===== config.mk =====
export PLATFORM = sky130hd
export DESIGN_NAME = sbpar_engine
export DESIGN_NICKNAME = d
export VERILOG_FILES = /design/src/rtl/strip_band_peak_area_reader_unit_assert.svh /design/src/rtl/sbpar_pkg.sv /design/src/rtl/sbpar_engine.sv
export SDC_FILE = /design/constraint.sdc
export NUM_CORES = 2
export LEC_CHECK = 0
export BUFFER_PORTS_ARGS = -buffer_cell sky130_fd_sc_hd__buf_2
export CAP_MARGIN = 40
export CORE_MARGIN = 2
export CORE_UTILIZATION = 50
export DETAILED_ROUTE_END_ITERATION = 10
export GPL_ROUTABILITY_DRIVEN = 0
export GPL_TIMING_DRIVEN = 0
export PLACE_DENSITY_LB_ADDON = 0.05
export SLEW_MARGIN = 20
export SYNTH_ARGS = -nofsm -noshare
export SYNTH_HDL_FRONTEND = slang
export SYNTH_SLANG_ARGS = --single-unit

===== constraint.sdc =====
create_clock -name aclk -period 12.8 [get_ports aclk]
set_input_delay 0.64 -clock aclk [delete_from_list [all_inputs] [get_ports aclk]]
set_output_delay 0.64 -clock aclk [all_outputs]
set_load 0.01 [all_outputs]

===== src/rtl/strip_band_peak_area_reader_unit_assert.svh =====
// ----------------------------------------------------------------------------
// strip band reader assertion macros
// concurrent checks on aclk, disabled while aresetn is low
// ----------------------------------------------------------------------------
`ifndef STRIP_BAND_PEAK_AREA_READER_UNIT_ASSERT_SVH
`define STRIP_BAND_PEAK_AREA_READER_UNIT_ASSERT_SVH
`ifndef SYNTHESIS
`define SBPAR_ASSERT_IMP(lbl, ante, cons, msg) \
    lbl: assert property (@(posedge aclk) disable iff (!aresetn) (ante) |-> (cons)) \
        else $error(msg);
`define SBPAR_ASSERT_NXT(lbl, ante, cons, msg) \
    lbl: assert property (@(posedge aclk) disable iff (!aresetn) (ante) |=> (cons)) \
        else $error(msg);
`else
`define SBPAR_ASSERT_IMP(lbl, ante, cons, msg)
`define SBPAR_ASSERT_NXT(lbl, ante, cons, msg)
`endif
`endif


===== src/rtl/sbpar_pkg.sv =====
// ----------------------------------------------------------------------------
// sbpar_pkg
// shared types and constants of the strip band peak area reader
// ----------------------------------------------------------------------------
package sbpar_pkg;

    localparam int PROFILE_DEPTH = 1024;
    localparam int ADDR_W        = $clog2(PROFILE_DEPTH);
    localparam int BAND_COUNT    = 13;
    localparam int BAND_W        = 4;
    localparam int PIX_W         = 8;
    localparam int POS_W         = 12;
    localparam int AREA_W        = 18;
    localparam int LOC_W         = 10;
    localparam int OUT_AREA_W    = 16;

    localparam int SCAN_LAST       = 600;
    localparam int WINDOW_HALF     = 15;
    localparam int LATE_LIMIT      = 52;
    localparam int END_CLAMP_AT    = 590;
    localparam int END_CLAMP_TO    = 595;
    localparam int RELOCATE_GAP    = 33;
    localparam int NEAR_EDGE_SHIFT = 18;
    localparam int MIN_SPAN        = 40;
    localparam int MIN_BACK        = 10;
    localparam int EDGE_TAPS       = 5;
    localparam int LOC_MAX         = 1023;
    localparam int AREA_MAX        = 65535;

    // x/3 as (x*683)>>11, exact for x <= 765
    localparam int RECIP3       = 683;
    localparam int RECIP3_SHIFT = 11;
    // x/5 as (x*3277)>>14, exact for x < 2048
    localparam int RECIP5       = 3277;
    localparam int RECIP5_SHIFT = 14;

    typedef enum logic [1:0] {
        REG_SCAN_START     = 2'd0,
        REG_REACTION_LIMIT = 2'd1,
        REG_REVERSE_LIMIT  = 2'd2
    } cfg_index_t;

    typedef struct packed {
        logic [7:0]  scan_start;
        logic [15:0] reaction_limit;
        logic [9:0]  reverse_limit;
    } cfg_t;

    typedef struct packed {
        logic               positive;
        logic               chip_ok;
        logic [OUT_AREA_W-1:0] area;
        logic [LOC_W-1:0]   location;
        logic [BAND_W-1:0]  band;
        logic               final_band;
    } res_t;

endpackage


===== src/rtl/sbpar_engine.sv =====
// ----------------------------------------------------------------------------
// sbpar_engine
// band search, minimum location and area integration over the profile ram
// ----------------------------------------------------------------------------
module sbpar_engine (
    input  logic                       aclk,
    input  logic                       aresetn,
    input  logic                       start,
    input  sbpar_pkg::cfg_t            cfg,
    output logic [sbpar_pkg::ADDR_W-1:0] rd_addr,
    input  logic [sbpar_pkg::PIX_W-1:0]  rd_data,
    output logic                       busy,
    output logic                       res_valid,
    input  logic                       res_ready,
    output sbpar_pkg::res_t            res
);

    localparam int PW = sbpar_pkg::POS_W;
    localparam int NB = sbpar_pkg::BAND_COUNT;
    localparam int BW = sbpar_pkg::BAND_W;
    localparam int AW = sbpar_pkg::AREA_W;

    typedef enum logic [4:0] {
        S_IDLE, S_START, S_REF, S_SCAN_RD, S_SCAN_EV, S_CHECK,
        S_LM_INIT, S_LM_RD, S_LM_EV, S_LM_DIV, S_LM_RND,
        S_AR_START, S_AR_EDGE_RD, S_AR_EDGE_EV, S_AR_BASE, S_AR_MEAN,
        S_AR_SUM_RD, S_AR_SUM_EV, S_AR_STORE, S_EMIT
    } state_t;

    state_t state_reg;

    logic [7:0]           ref_reg;
    logic signed [PW-1:0] i_reg;
    logic [BW-1:0]        idx_reg;
    logic                 first_reg;
    logic                 dark_reg;
    logic signed [PW-1:0] lo_reg;
    logic signed [PW-1:0] wfi_reg [NB];
    logic signed [PW-1:0] wf_reg [NB];
    logic signed [PW-1:0] loc_reg [NB];
    logic [AW-1:0]        area_reg [NB];

    logic signed [PW-1:0] p_reg;
    logic [5:0]           lm_cnt_reg;
    logic [7:0]           best_reg;
    logic                 have_reg;
    logic [9:0]           where_reg;
    logic [7:0]           lm_q_reg;
    logic                 lm_band0_reg;

    logic [BW-1:0]        k_reg;
    logic signed [PW-1:0] lp_reg;
    logic signed [PW-1:0] rp_reg;
    logic [3:0]           e_reg;
    logic [10:0]          left_reg;
    logic [10:0]          right_reg;
    logic [7:0]           l5_reg;
    logic [7:0]           r5_reg;
    logic [7:0]           base_reg;
    logic signed [PW-1:0] j_reg;
    logic [AW-1:0]        sum_reg;
    logic                 ok_reg;
    logic [1:0]           cnt_reg;

    logic                 out_valid_reg;
    sbpar_pkg::res_t      out_reg;
    logic                 inr_reg;

    logic signed [PW-1:0] xs_pos;
    logic signed [PW-1:0] rd_pos_c;
    logic signed [PW-1:0] edge_pos_c;
    logic [7:0]           sample_c;
    logic                 dark_c;
    logic signed [PW-1:0] wf_cur_c;
    logic signed [PW-1:0] centre_c;
    logic [9:0]           rem_full_c;
    logic [2:0]           rem_c;
    logic signed [PW-1:0] round_c;
    logic [21:0]          lm_prod_c;
    logic [22:0]          l_prod_c;
    logic [22:0]          r_prod_c;
    logic [8:0]           mean_sum_c;
    logic signed [PW-1:0] loc_k_c;
    logic signed [PW-1:0] wf_k_c;
    logic [AW-1:0]        react_c;

    assign xs_pos     = $signed(PW'(cfg.scan_start));
    assign sample_c   = inr_reg ? rd_data : 8'd0;
    assign dark_c     = ({1'b0, sample_c} + 9'd2) < {1'b0, ref_reg};
    assign wf_cur_c   = (idx_reg < BW'(NB)) ? wf_reg[idx_reg] : '0;
    assign centre_c   = (int'(i_reg) - sbpar_pkg::WINDOW_HALF <= int'(xs_pos)) ?
                        PW'(int'(xs_pos) + sbpar_pkg::NEAR_EDGE_SHIFT) : i_reg;
    assign edge_pos_c = (int'(e_reg) < sbpar_pkg::EDGE_TAPS) ?
                        PW'(int'(lp_reg) - 2 + int'(e_reg)) :
                        PW'(int'(rp_reg) - 7 + int'(e_reg));
    assign lm_prod_c  = 22'(where_reg) * 22'(sbpar_pkg::RECIP5);
    assign l_prod_c   = 23'(left_reg) * 23'(sbpar_pkg::RECIP5);
    assign r_prod_c   = 23'(right_reg) * 23'(sbpar_pkg::RECIP5);
    assign mean_sum_c = {1'b0, l5_reg} + {1'b0, r5_reg};
    assign rem_full_c = where_reg - 10'({2'b00, lm_q_reg} * 10'd5);
    assign rem_c      = rem_full_c[2:0];
    assign round_c    = (rem_c >= 3'd3) ? PW'(int'(where_reg) + 5 - int'(rem_c)) :
                                          PW'(int'(where_reg) - int'(rem_c));
    assign loc_k_c    = (k_reg < BW'(NB)) ? loc_reg[k_reg] : '0;
    assign wf_k_c     = (k_reg < BW'(NB)) ? wf_reg[k_reg] : '0;
    assign react_c    = AW'(cfg.reaction_limit);

    always_comb begin
        case (state_reg)
            S_START:      rd_pos_c = PW'(int'(xs_pos) - 2);
            S_SCAN_RD:    rd_pos_c = i_reg;
            S_LM_RD:      rd_pos_c = p_reg;
            S_AR_EDGE_RD: rd_pos_c = edge_pos_c;
            S_AR_SUM_RD:  rd_pos_c = j_reg;
            default:      rd_pos_c = i_reg;
        endcase
    end

    assign rd_addr = sbpar_pkg::ADDR_W'($unsigned(rd_pos_c));

    always_ff @(posedge aclk) begin
        // positions outside the store read as zero
        inr_reg <= !rd_pos_c[PW-1] && (int'(rd_pos_c) < sbpar_pkg::PROFILE_DEPTH);
    end

    always_ff @(posedge aclk) begin
        if (!aresetn) begin
            state_reg     <= S_IDLE;
            out_valid_reg <= 1'b0;
            for (int n = 0; n < NB; n++) begin
                wfi_reg[n] <= '0;
                wf_reg[n]  <= '0;
            end
        end else begin
            case (state_reg)
                S_IDLE: begin
                    if (start) begin
                        state_reg <= S_START;
                    end
                end
                S_START: begin
                    for (int n = 0; n < NB; n++) begin
                        loc_reg[n] <= '0;
                    end
                    idx_reg   <= BW'(1);
                    first_reg <= 1'b1;
                    state_reg <= S_REF;
                end
                S_REF: begin
                    ref_reg   <= sample_c;
                    i_reg     <= PW'(int'(xs_pos) + 2);
                    state_reg <= S_SCAN_RD;
                end
                S_SCAN_RD: begin
                    if (int'(i_reg) > sbpar_pkg::SCAN_LAST || int'(idx_reg) > NB - 1) begin
                        k_reg     <= '0;
                        cnt_reg   <= '0;
                        state_reg <= S_AR_START;
                    end else begin
                        state_reg <= S_SCAN_EV;
                    end
                end
                S_SCAN_EV: begin
                    dark_reg <= dark_c;
                    if (first_reg && dark_c) begin
                        lm_band0_reg <= 1'b1;
                        state_reg    <= S_LM_INIT;
                    end else begin
                        state_reg <= S_CHECK;
                    end
                end
                S_CHECK: begin
                    if (!first_reg && lo_reg <= i_reg && i_reg <= wf_cur_c) begin
                        if (int'(i_reg) > sbpar_pkg::END_CLAMP_AT) begin
                            k_reg     <= '0;
                            cnt_reg   <= '0;
                            state_reg <= S_AR_START;
                        end else if (dark_reg) begin
                            lm_band0_reg <= 1'b0;
                            state_reg    <= S_LM_INIT;
                        end else begin
                            loc_reg[idx_reg] <= PW'(int'(wf_cur_c) - sbpar_pkg::WINDOW_HALF);
                            lo_reg           <= wf_cur_c;
                            idx_reg          <= BW'(idx_reg + 1'b1);
                            i_reg            <= PW'(i_reg + 1'b1);
                            state_reg        <= S_SCAN_RD;
                        end
                    end else begin
                        i_reg     <= PW'(i_reg + 1'b1);
                        state_reg <= S_SCAN_RD;
                    end
                end
                S_LM_INIT: begin
                    p_reg      <= PW'(int'(centre_c) - sbpar_pkg::MIN_BACK);
                    lm_cnt_reg <= '0;
                    have_reg   <= 1'b0;
                    state_reg  <= S_LM_RD;
                end
                S_LM_RD: begin
                    state_reg <= S_LM_EV;
                end
                S_LM_EV: begin
                    // a new minimum must undercut the best by more than two
                    if (!have_reg || ({1'b0, sample_c} + 9'd2) < {1'b0, best_reg}) begin
                        best_reg  <= sample_c;
                        where_reg <= 10'($unsigned(p_reg));
                        have_reg  <= 1'b1;
                    end
                    p_reg      <= PW'(p_reg + 1'b1);
                    lm_cnt_reg <= 6'(lm_cnt_reg + 1'b1);
                    if (int'(lm_cnt_reg) == sbpar_pkg::MIN_SPAN - 1) begin
                        state_reg <= S_LM_DIV;
                    end else begin
                        state_reg <= S_LM_RD;
                    end
                end
                S_LM_DIV: begin
                    lm_q_reg  <= lm_prod_c[sbpar_pkg::RECIP5_SHIFT +: 8];
                    state_reg <= S_LM_RND;
                end
                S_LM_RND: begin
                    if (lm_band0_reg) begin
                        loc_reg[0] <= round_c;
                        if (int'(i_reg) > int'(xs_pos) + sbpar_pkg::LATE_LIMIT) begin
                            k_reg     <= '0;
                            cnt_reg   <= '0;
                            state_reg <= S_AR_START;
                        end else begin
                            for (int n = 0; n < NB; n++) begin
                                wfi_reg[n] <= PW'(int'(round_c) - sbpar_pkg::WINDOW_HALF
                                                  + 35 * n + ((n + 1) >> 1));
                                wf_reg[n]  <= PW'(int'(round_c) + sbpar_pkg::WINDOW_HALF
                                                  + 35 * n + ((n + 1) >> 1));
                            end
                            for (int n = 1; n < NB; n++) begin
                                loc_reg[n] <= PW'(int'(round_c) + 33 * n + ((n + 1) >> 1));
                            end
                            lo_reg    <= PW'(int'(round_c) + sbpar_pkg::WINDOW_HALF);
                            first_reg <= 1'b0;
                            state_reg <= S_CHECK;
                        end
                    end else begin
                        loc_reg[idx_reg] <= round_c;
                        if (int'(idx_reg) < NB - 2) begin
                            wfi_reg[BW'(idx_reg + 1'b1)] <= PW'(int'(round_c)
                                + sbpar_pkg::RELOCATE_GAP - sbpar_pkg::WINDOW_HALF);
                            wf_reg[BW'(idx_reg + 1'b1)]  <= PW'(int'(round_c)
                                + sbpar_pkg::RELOCATE_GAP + sbpar_pkg::WINDOW_HALF);
                        end
                        lo_reg    <= wf_cur_c;
                        idx_reg   <= BW'(idx_reg + 1'b1);
                        i_reg     <= PW'(i_reg + 1'b1);
                        state_reg <= S_SCAN_RD;
                    end
                end
                S_AR_START: begin
                    if (loc_k_c == '0) begin
                        sum_reg   <= AW'(1);
                        state_reg <= S_AR_STORE;
                    end else begin
                        lp_reg    <= wfi_reg[k_reg];
                        rp_reg    <= (int'(wf_k_c) >= sbpar_pkg::END_CLAMP_AT) ?
                                     PW'(sbpar_pkg::END_CLAMP_TO) : wf_k_c;
                        e_reg     <= '0;
                        left_reg  <= '0;
                        right_reg <= '0;
                        state_reg <= S_AR_EDGE_RD;
                    end
                end
                S_AR_EDGE_RD: begin
                    state_reg <= S_AR_EDGE_EV;
                end
                S_AR_EDGE_EV: begin
                    if (int'(e_reg) < sbpar_pkg::EDGE_TAPS) begin
                        left_reg <= 11'(left_reg + 11'(sample_c));
                    end else begin
                        right_reg <= 11'(right_reg + 11'(sample_c));
                    end
                    e_reg <= 4'(e_reg + 1'b1);
                    if (int'(e_reg) == 2 * sbpar_pkg::EDGE_TAPS - 1) begin
                        state_reg <= S_AR_BASE;
                    end else begin
                        state_reg <= S_AR_EDGE_RD;
                    end
                end
                S_AR_BASE: begin
                    l5_reg    <= l_prod_c[sbpar_pkg::RECIP5_SHIFT +: 8];
                    r5_reg    <= r_prod_c[sbpar_pkg::RECIP5_SHIFT +: 8];
                    state_reg <= S_AR_MEAN;
                end
                S_AR_MEAN: begin
                    base_reg <= mean_sum_c[8:1];
                    j_reg    <= lp_reg;
                    sum_reg  <= '0;
                    if (lp_reg > rp_reg) begin
                        state_reg <= S_AR_STORE;
                    end else begin
                        state_reg <= S_AR_SUM_RD;
                    end
                end
                S_AR_SUM_RD: begin
                    state_reg <= S_AR_SUM_EV;
                end
                S_AR_SUM_EV: begin
                    if (sample_c < base_reg) begin
                        sum_reg <= AW'(sum_reg + AW'(base_reg - sample_c));
                    end
                    if (j_reg == rp_reg) begin
                        state_reg <= S_AR_STORE;
                    end else begin
                        j_reg     <= PW'(j_reg + 1'b1);
                        state_reg <= S_AR_SUM_RD;
                    end
                end
                S_AR_STORE: begin
                    area_reg[k_reg] <= sum_reg;
                    if (k_reg == '0) begin
                        ok_reg <= !((loc_reg[0] > $signed(PW'(cfg.reverse_limit)))
                                    || (sum_reg < react_c));
                    end
                    if (int'(k_reg) < NB - 1 && sum_reg > react_c && cnt_reg != 2'd2) begin
                        cnt_reg <= 2'(cnt_reg + 1'b1);
                    end
                    if (int'(k_reg) == NB - 1) begin
                        k_reg         <= '0;
                        out_valid_reg <= 1'b0;
                        state_reg     <= S_EMIT;
                    end else begin
                        k_reg     <= BW'(k_reg + 1'b1);
                        state_reg <= S_AR_START;
                    end
                end
                S_EMIT: begin
                    if (!out_valid_reg) begin
                        out_valid_reg       <= 1'b1;
                        out_reg.band        <= k_reg;
                        out_reg.chip_ok     <= ok_reg;
                        out_reg.positive    <= (cnt_reg == 2'd2);
                        out_reg.final_band  <= (int'(k_reg) == NB - 1);
                        if (loc_k_c < 0) begin
                            out_reg.location <= '0;
                        end else if (int'(loc_k_c) > sbpar_pkg::LOC_MAX) begin
                            out_reg.location <= sbpar_pkg::LOC_W'(sbpar_pkg::LOC_MAX);
                        end else begin
                            out_reg.location <= sbpar_pkg::LOC_W'($unsigned(loc_k_c));
                        end
                        if (int'(area_reg[k_reg]) > sbpar_pkg::AREA_MAX) begin
                            out_reg.area <= sbpar_pkg::OUT_AREA_W'(sbpar_pkg::AREA_MAX);
                        end else begin
                            out_reg.area <= sbpar_pkg::OUT_AREA_W'(area_reg[k_reg]);
                        end
                    end else if (res_ready) begin
                        out_valid_reg <= 1'b0;
                        if (int'(k_reg) == NB - 1) begin
                            state_reg <= S_IDLE;
                        end else begin
                            k_reg <= BW'(k_reg + 1'b1);
                        end
                    end
                end
                default: begin
                    state_reg <= S_IDLE;
                end
            endcase
        end
    end

    assign busy      = (state_reg != S_IDLE);
    assign res_valid = out_valid_reg;
    assign res       = out_reg;

endmodule


==> results summary <==
Global routing used 36.6% of the available tracks. By count the netlist is led by 1017 x sky130_fd_sc_hd__edfxtp_1, 440 x sky130_fd_sc_hd__ha_1, 398 x sky130_fd_sc_hd__inv_1. The total wirelength of the detailed-routed design came out at 248 mm.

The initial cell density of the core is 50.5%. The final-report hold violation count is 0. STA classifies the critical path startpoint as a register. By area the synthesized netlist is led by sky130_fd_sc_hd__edfxtp_1 47%, sky130_fd_sc_hd__mux4_2 10%, sky130_fd_sc_hd__ha_1 8.4%.

The global-route wire length before repair is 351 mm. The number of rows in the core area is 132. The largest net degree at the start of global routing came out at 25.

The die is 366 um tall. The Yosys warning count came out at 0. Measured against its own limit, the worst slew margin works out to 29.1%. The total of max-cap violations came out at 0. The register with the most flip-flops in the layout has 234 of them. The total net switching power came out at 2.75 mW.

Buffers placed on the I/O ports in this run total 87. In the synthesized netlist, the number of instances is 5455. The die outline width is 366 um. TritonCTS built the clock tree.

The flow ran to the end, and the final reports show no timing, DRC or antenna violations. The number of global-route vias before repair came out at 48300. The via density per instance came out at 6.57. The count of boundary I/O pins is 91. The cell accounting for the most synthesized area is sky130_fd_sc_hd__edfxtp_1. The static leakage power is 28.1 nW.

The routed layout has 50300 vias. Summing all placed instances gives a cell area of 0.0700 sq mm. Net switching is 30.3% of the power. The prevailing post-synth register cell is sky130_fd_sc_hd__edfxtp_1.

The die covers 0.134 sq mm. Internal power comes to 6.33 mW. The initial antenna violation count came out at 9. The top cell type by area accounts for 46.7% of the synthesized area. The final count of negative-setup-slack endpoints is 0. The largest fanout on the critical path is 15. The core footprint came out at 0.130 sq mm. In this run the clock root is driven by a sky130_fd_sc_hd__clkbuf_16. The highest clock rate came out at 96.6 MHz. After clock tree synthesis, the repair step resized 0 gates. The maximum vdd drop came out at 0.130 mV. By startpoint and endpoint, the worst setup path is classified as reg2reg. The number of DRC violations after detailed-routing iteration 0 came out at 7861.

The required time at the endpoint of the critical path came out at 13320 ps. STA classifies the critical path endpoint as a register. The total power after layout is 9.08 mW. The number of nets in the layout came out at 6391. The quantity of hold-fixing buffers added after cts is 0.

In this run the post-CTS setup repair buffer count came out at 0. The fraction of the core area covered by cells at the end of the flow came out at 57.0%. The DRC violation count after routing is 0. The number of enable flip-flop cells after synthesis came out at 1017. Clock-pin slew was measured on the worst setup and hold paths at 60 ps. The final period utilization is 80.9%.

The worst path arrival time is 10870 ps. The distinct cell type count after synthesis came out at 108. The class of the tightest hold or removal check is in2reg.

The fraction of the yosys area taken by sequential cells came out at 47.1%. The average wire per cell in the routed design came out at 32.5 um. The post-synthesis register bit count is 1032. The share of layout cells above drive strength 1 came out at 15.5%. The clock power share came out at 36.6%.

The post-route setup TNS came out at 0 ps. Clock tree synthesis inserted a total of 113 buffers. The net count after synthesis came out at 6037. The highest-delay cell along the critical path is sky130_fd_sc_hd__edfxtp_1. The number of iterations in the first detailed-routing pass is 8. The minimum clock period after layout came out at 10350 ps. The placed wire-length estimate is 191 mm.

Of all flip-flops after synthesis, the portion carrying an async set or reset was 0%. The mean instance size in the synthesized netlist came out at 12.0 sq um. The share of total power in combinational logic is 20.4%. The count of pins over their slew limit is 0.

The residual antenna-violating net count after detailed routing is 0. The share of total power in sequential cells is 43.0%. The pin slew with the least headroom to its limit came out at 1060 ps. The delay of the slowest cell on the worst path came out at 810 ps.

With fillers left out, the area of the finished cells amounts to 0.0739 sq mm. The cell with the most instances after synthesis is sky130_fd_sc_hd__edfxtp_1. The minimum hold slack is 260 ps. The clock latency at the later pin of the worst-skew pair came out at 790 ps. The H-tree was split into 3 levels. The number of buffers between clock root and the deepest sink came out at 3. The area growth from synthesis to layout came out at 12.9%. The TritonCTS sink count came out at 1032. The post-synthesis cell area is 0.0655 sq mm. The worst clock skew came out at 85.4 ps. Counting the fill cells in the layout gives 10900.

Dividing total power by cell area gives a power density of 123 mW/mm^2. Setup repair after global routing left no endpoint under its margin. The aggregate global routing overflow is 0.
[cell usage in the layout (no fill, tap or decap), drive strengths merged, types with 20 or more instances in the layout]
cell type  count
nand2        367
clkbuf       365
fa            96
a21oi        240
edfxtp      1017
nor3          78
mux2i         56
o31ai         20
o21ai        249
o22ai        308
buf          339
xnor2        391
a31oi         27
a211oi        28
nand2b        43
o21bai        20
or3           24
mux4         296
nor2         342
o21a          61
and2          27
nand3        111
ha           440
nand4         41
clkinv        56
inv          410
a21o          38
xor2          94
and3          44
nor4          22
nor2b         54
[per-layer routing]
metal	routed length [um]	vias to the layer above	global-route usage, %
li1	-	21000	-
met1	94000	24700	48.9
met2	106000	3677	53.8
met3	32100	804	10.5
met4	16200	10	20.0
met5	61	-	0
[power by group through the flow]
stage	Clock, mW	Combinational (mW)	Sequential (mW)
finish	3.32	1.85	3.91
global route	3.47	1.93	3.91
CTS	3.34	1.77	3.90
detailed placement	0	1.75	3.98
global placement	0	1.70	3.97
floorplan	0	1.10	3.94
[critical path: cells and delay by family (launching register included)]
| kind | cells | cell delay (ps) |
|---|---|---|
| buffers and inverters | 9 | 3110 |
| xor gates and xnor gates | 4 | 1290 |
| adders and majority gates | 6 | 2130 |
| AOI/OAI and AO/OA | 5 | 1060 |
| DFF | 1 | 810 |
| and+or+nand+nor | 4 | 1660 |
[final cells by class]
type                       instances  area (sq um)  area share [%]
multi-input combinational       3678         31900            43.2
sequential                      1032         30800            41.7
clock buffer                     130          2890            3.91
timing repair buffer             239          2270            3.07
tap                             1742          2180            2.95
inverter                         409          1540            2.08
buffer                           336          1420            1.92
clock inverter                    75           820            1.11
antenna                            4          10.0          0.0135
[final timing paths]
check	from	to	slack (ps)	cells after the start
hold / removal	res_ready	res_valid$_SDFFE_PN0P_	260	4
setup / recovery	where_reg[1]$_DFFE_PP_	wf_reg[8][10]$_DFFE_PP_	2450	28
setup reg to reg	where_reg[1]$_DFFE_PP_	wf_reg[8][10]$_DFFE_PP_	2450	28
hold reg to reg	k_reg[3]$_DFFE_PP_	res[4]$_DFFE_PP_	490	0
[kinds of logic after synthesis]
| family | count (synthesis) | share of synthesized area, % |
|---|---|---|
| AND/OR/NAND/NOR | 1195 | 8.61 |
| multiplexers | 362 | 11.3 |
| flip-flops | 1032 | 47.1 |
| adder cells (fa/ha/maj) | 536 | 11.3 |
| AO/OA/AOI/OAI | 1098 | 10.5 |
| XOR/XNOR | 487 | 6.72 |
| buffers and inverters | 745 | 4.50 |
[metrics by stage]
stage	worst slack, ps	instances
CTS	2980	7618
global route	2320	7641
global placement	2360	7284
finish	2450	7645
floorplan	6030	5455
detailed placement	3030	7413
(Power assumes the default switching activity.)
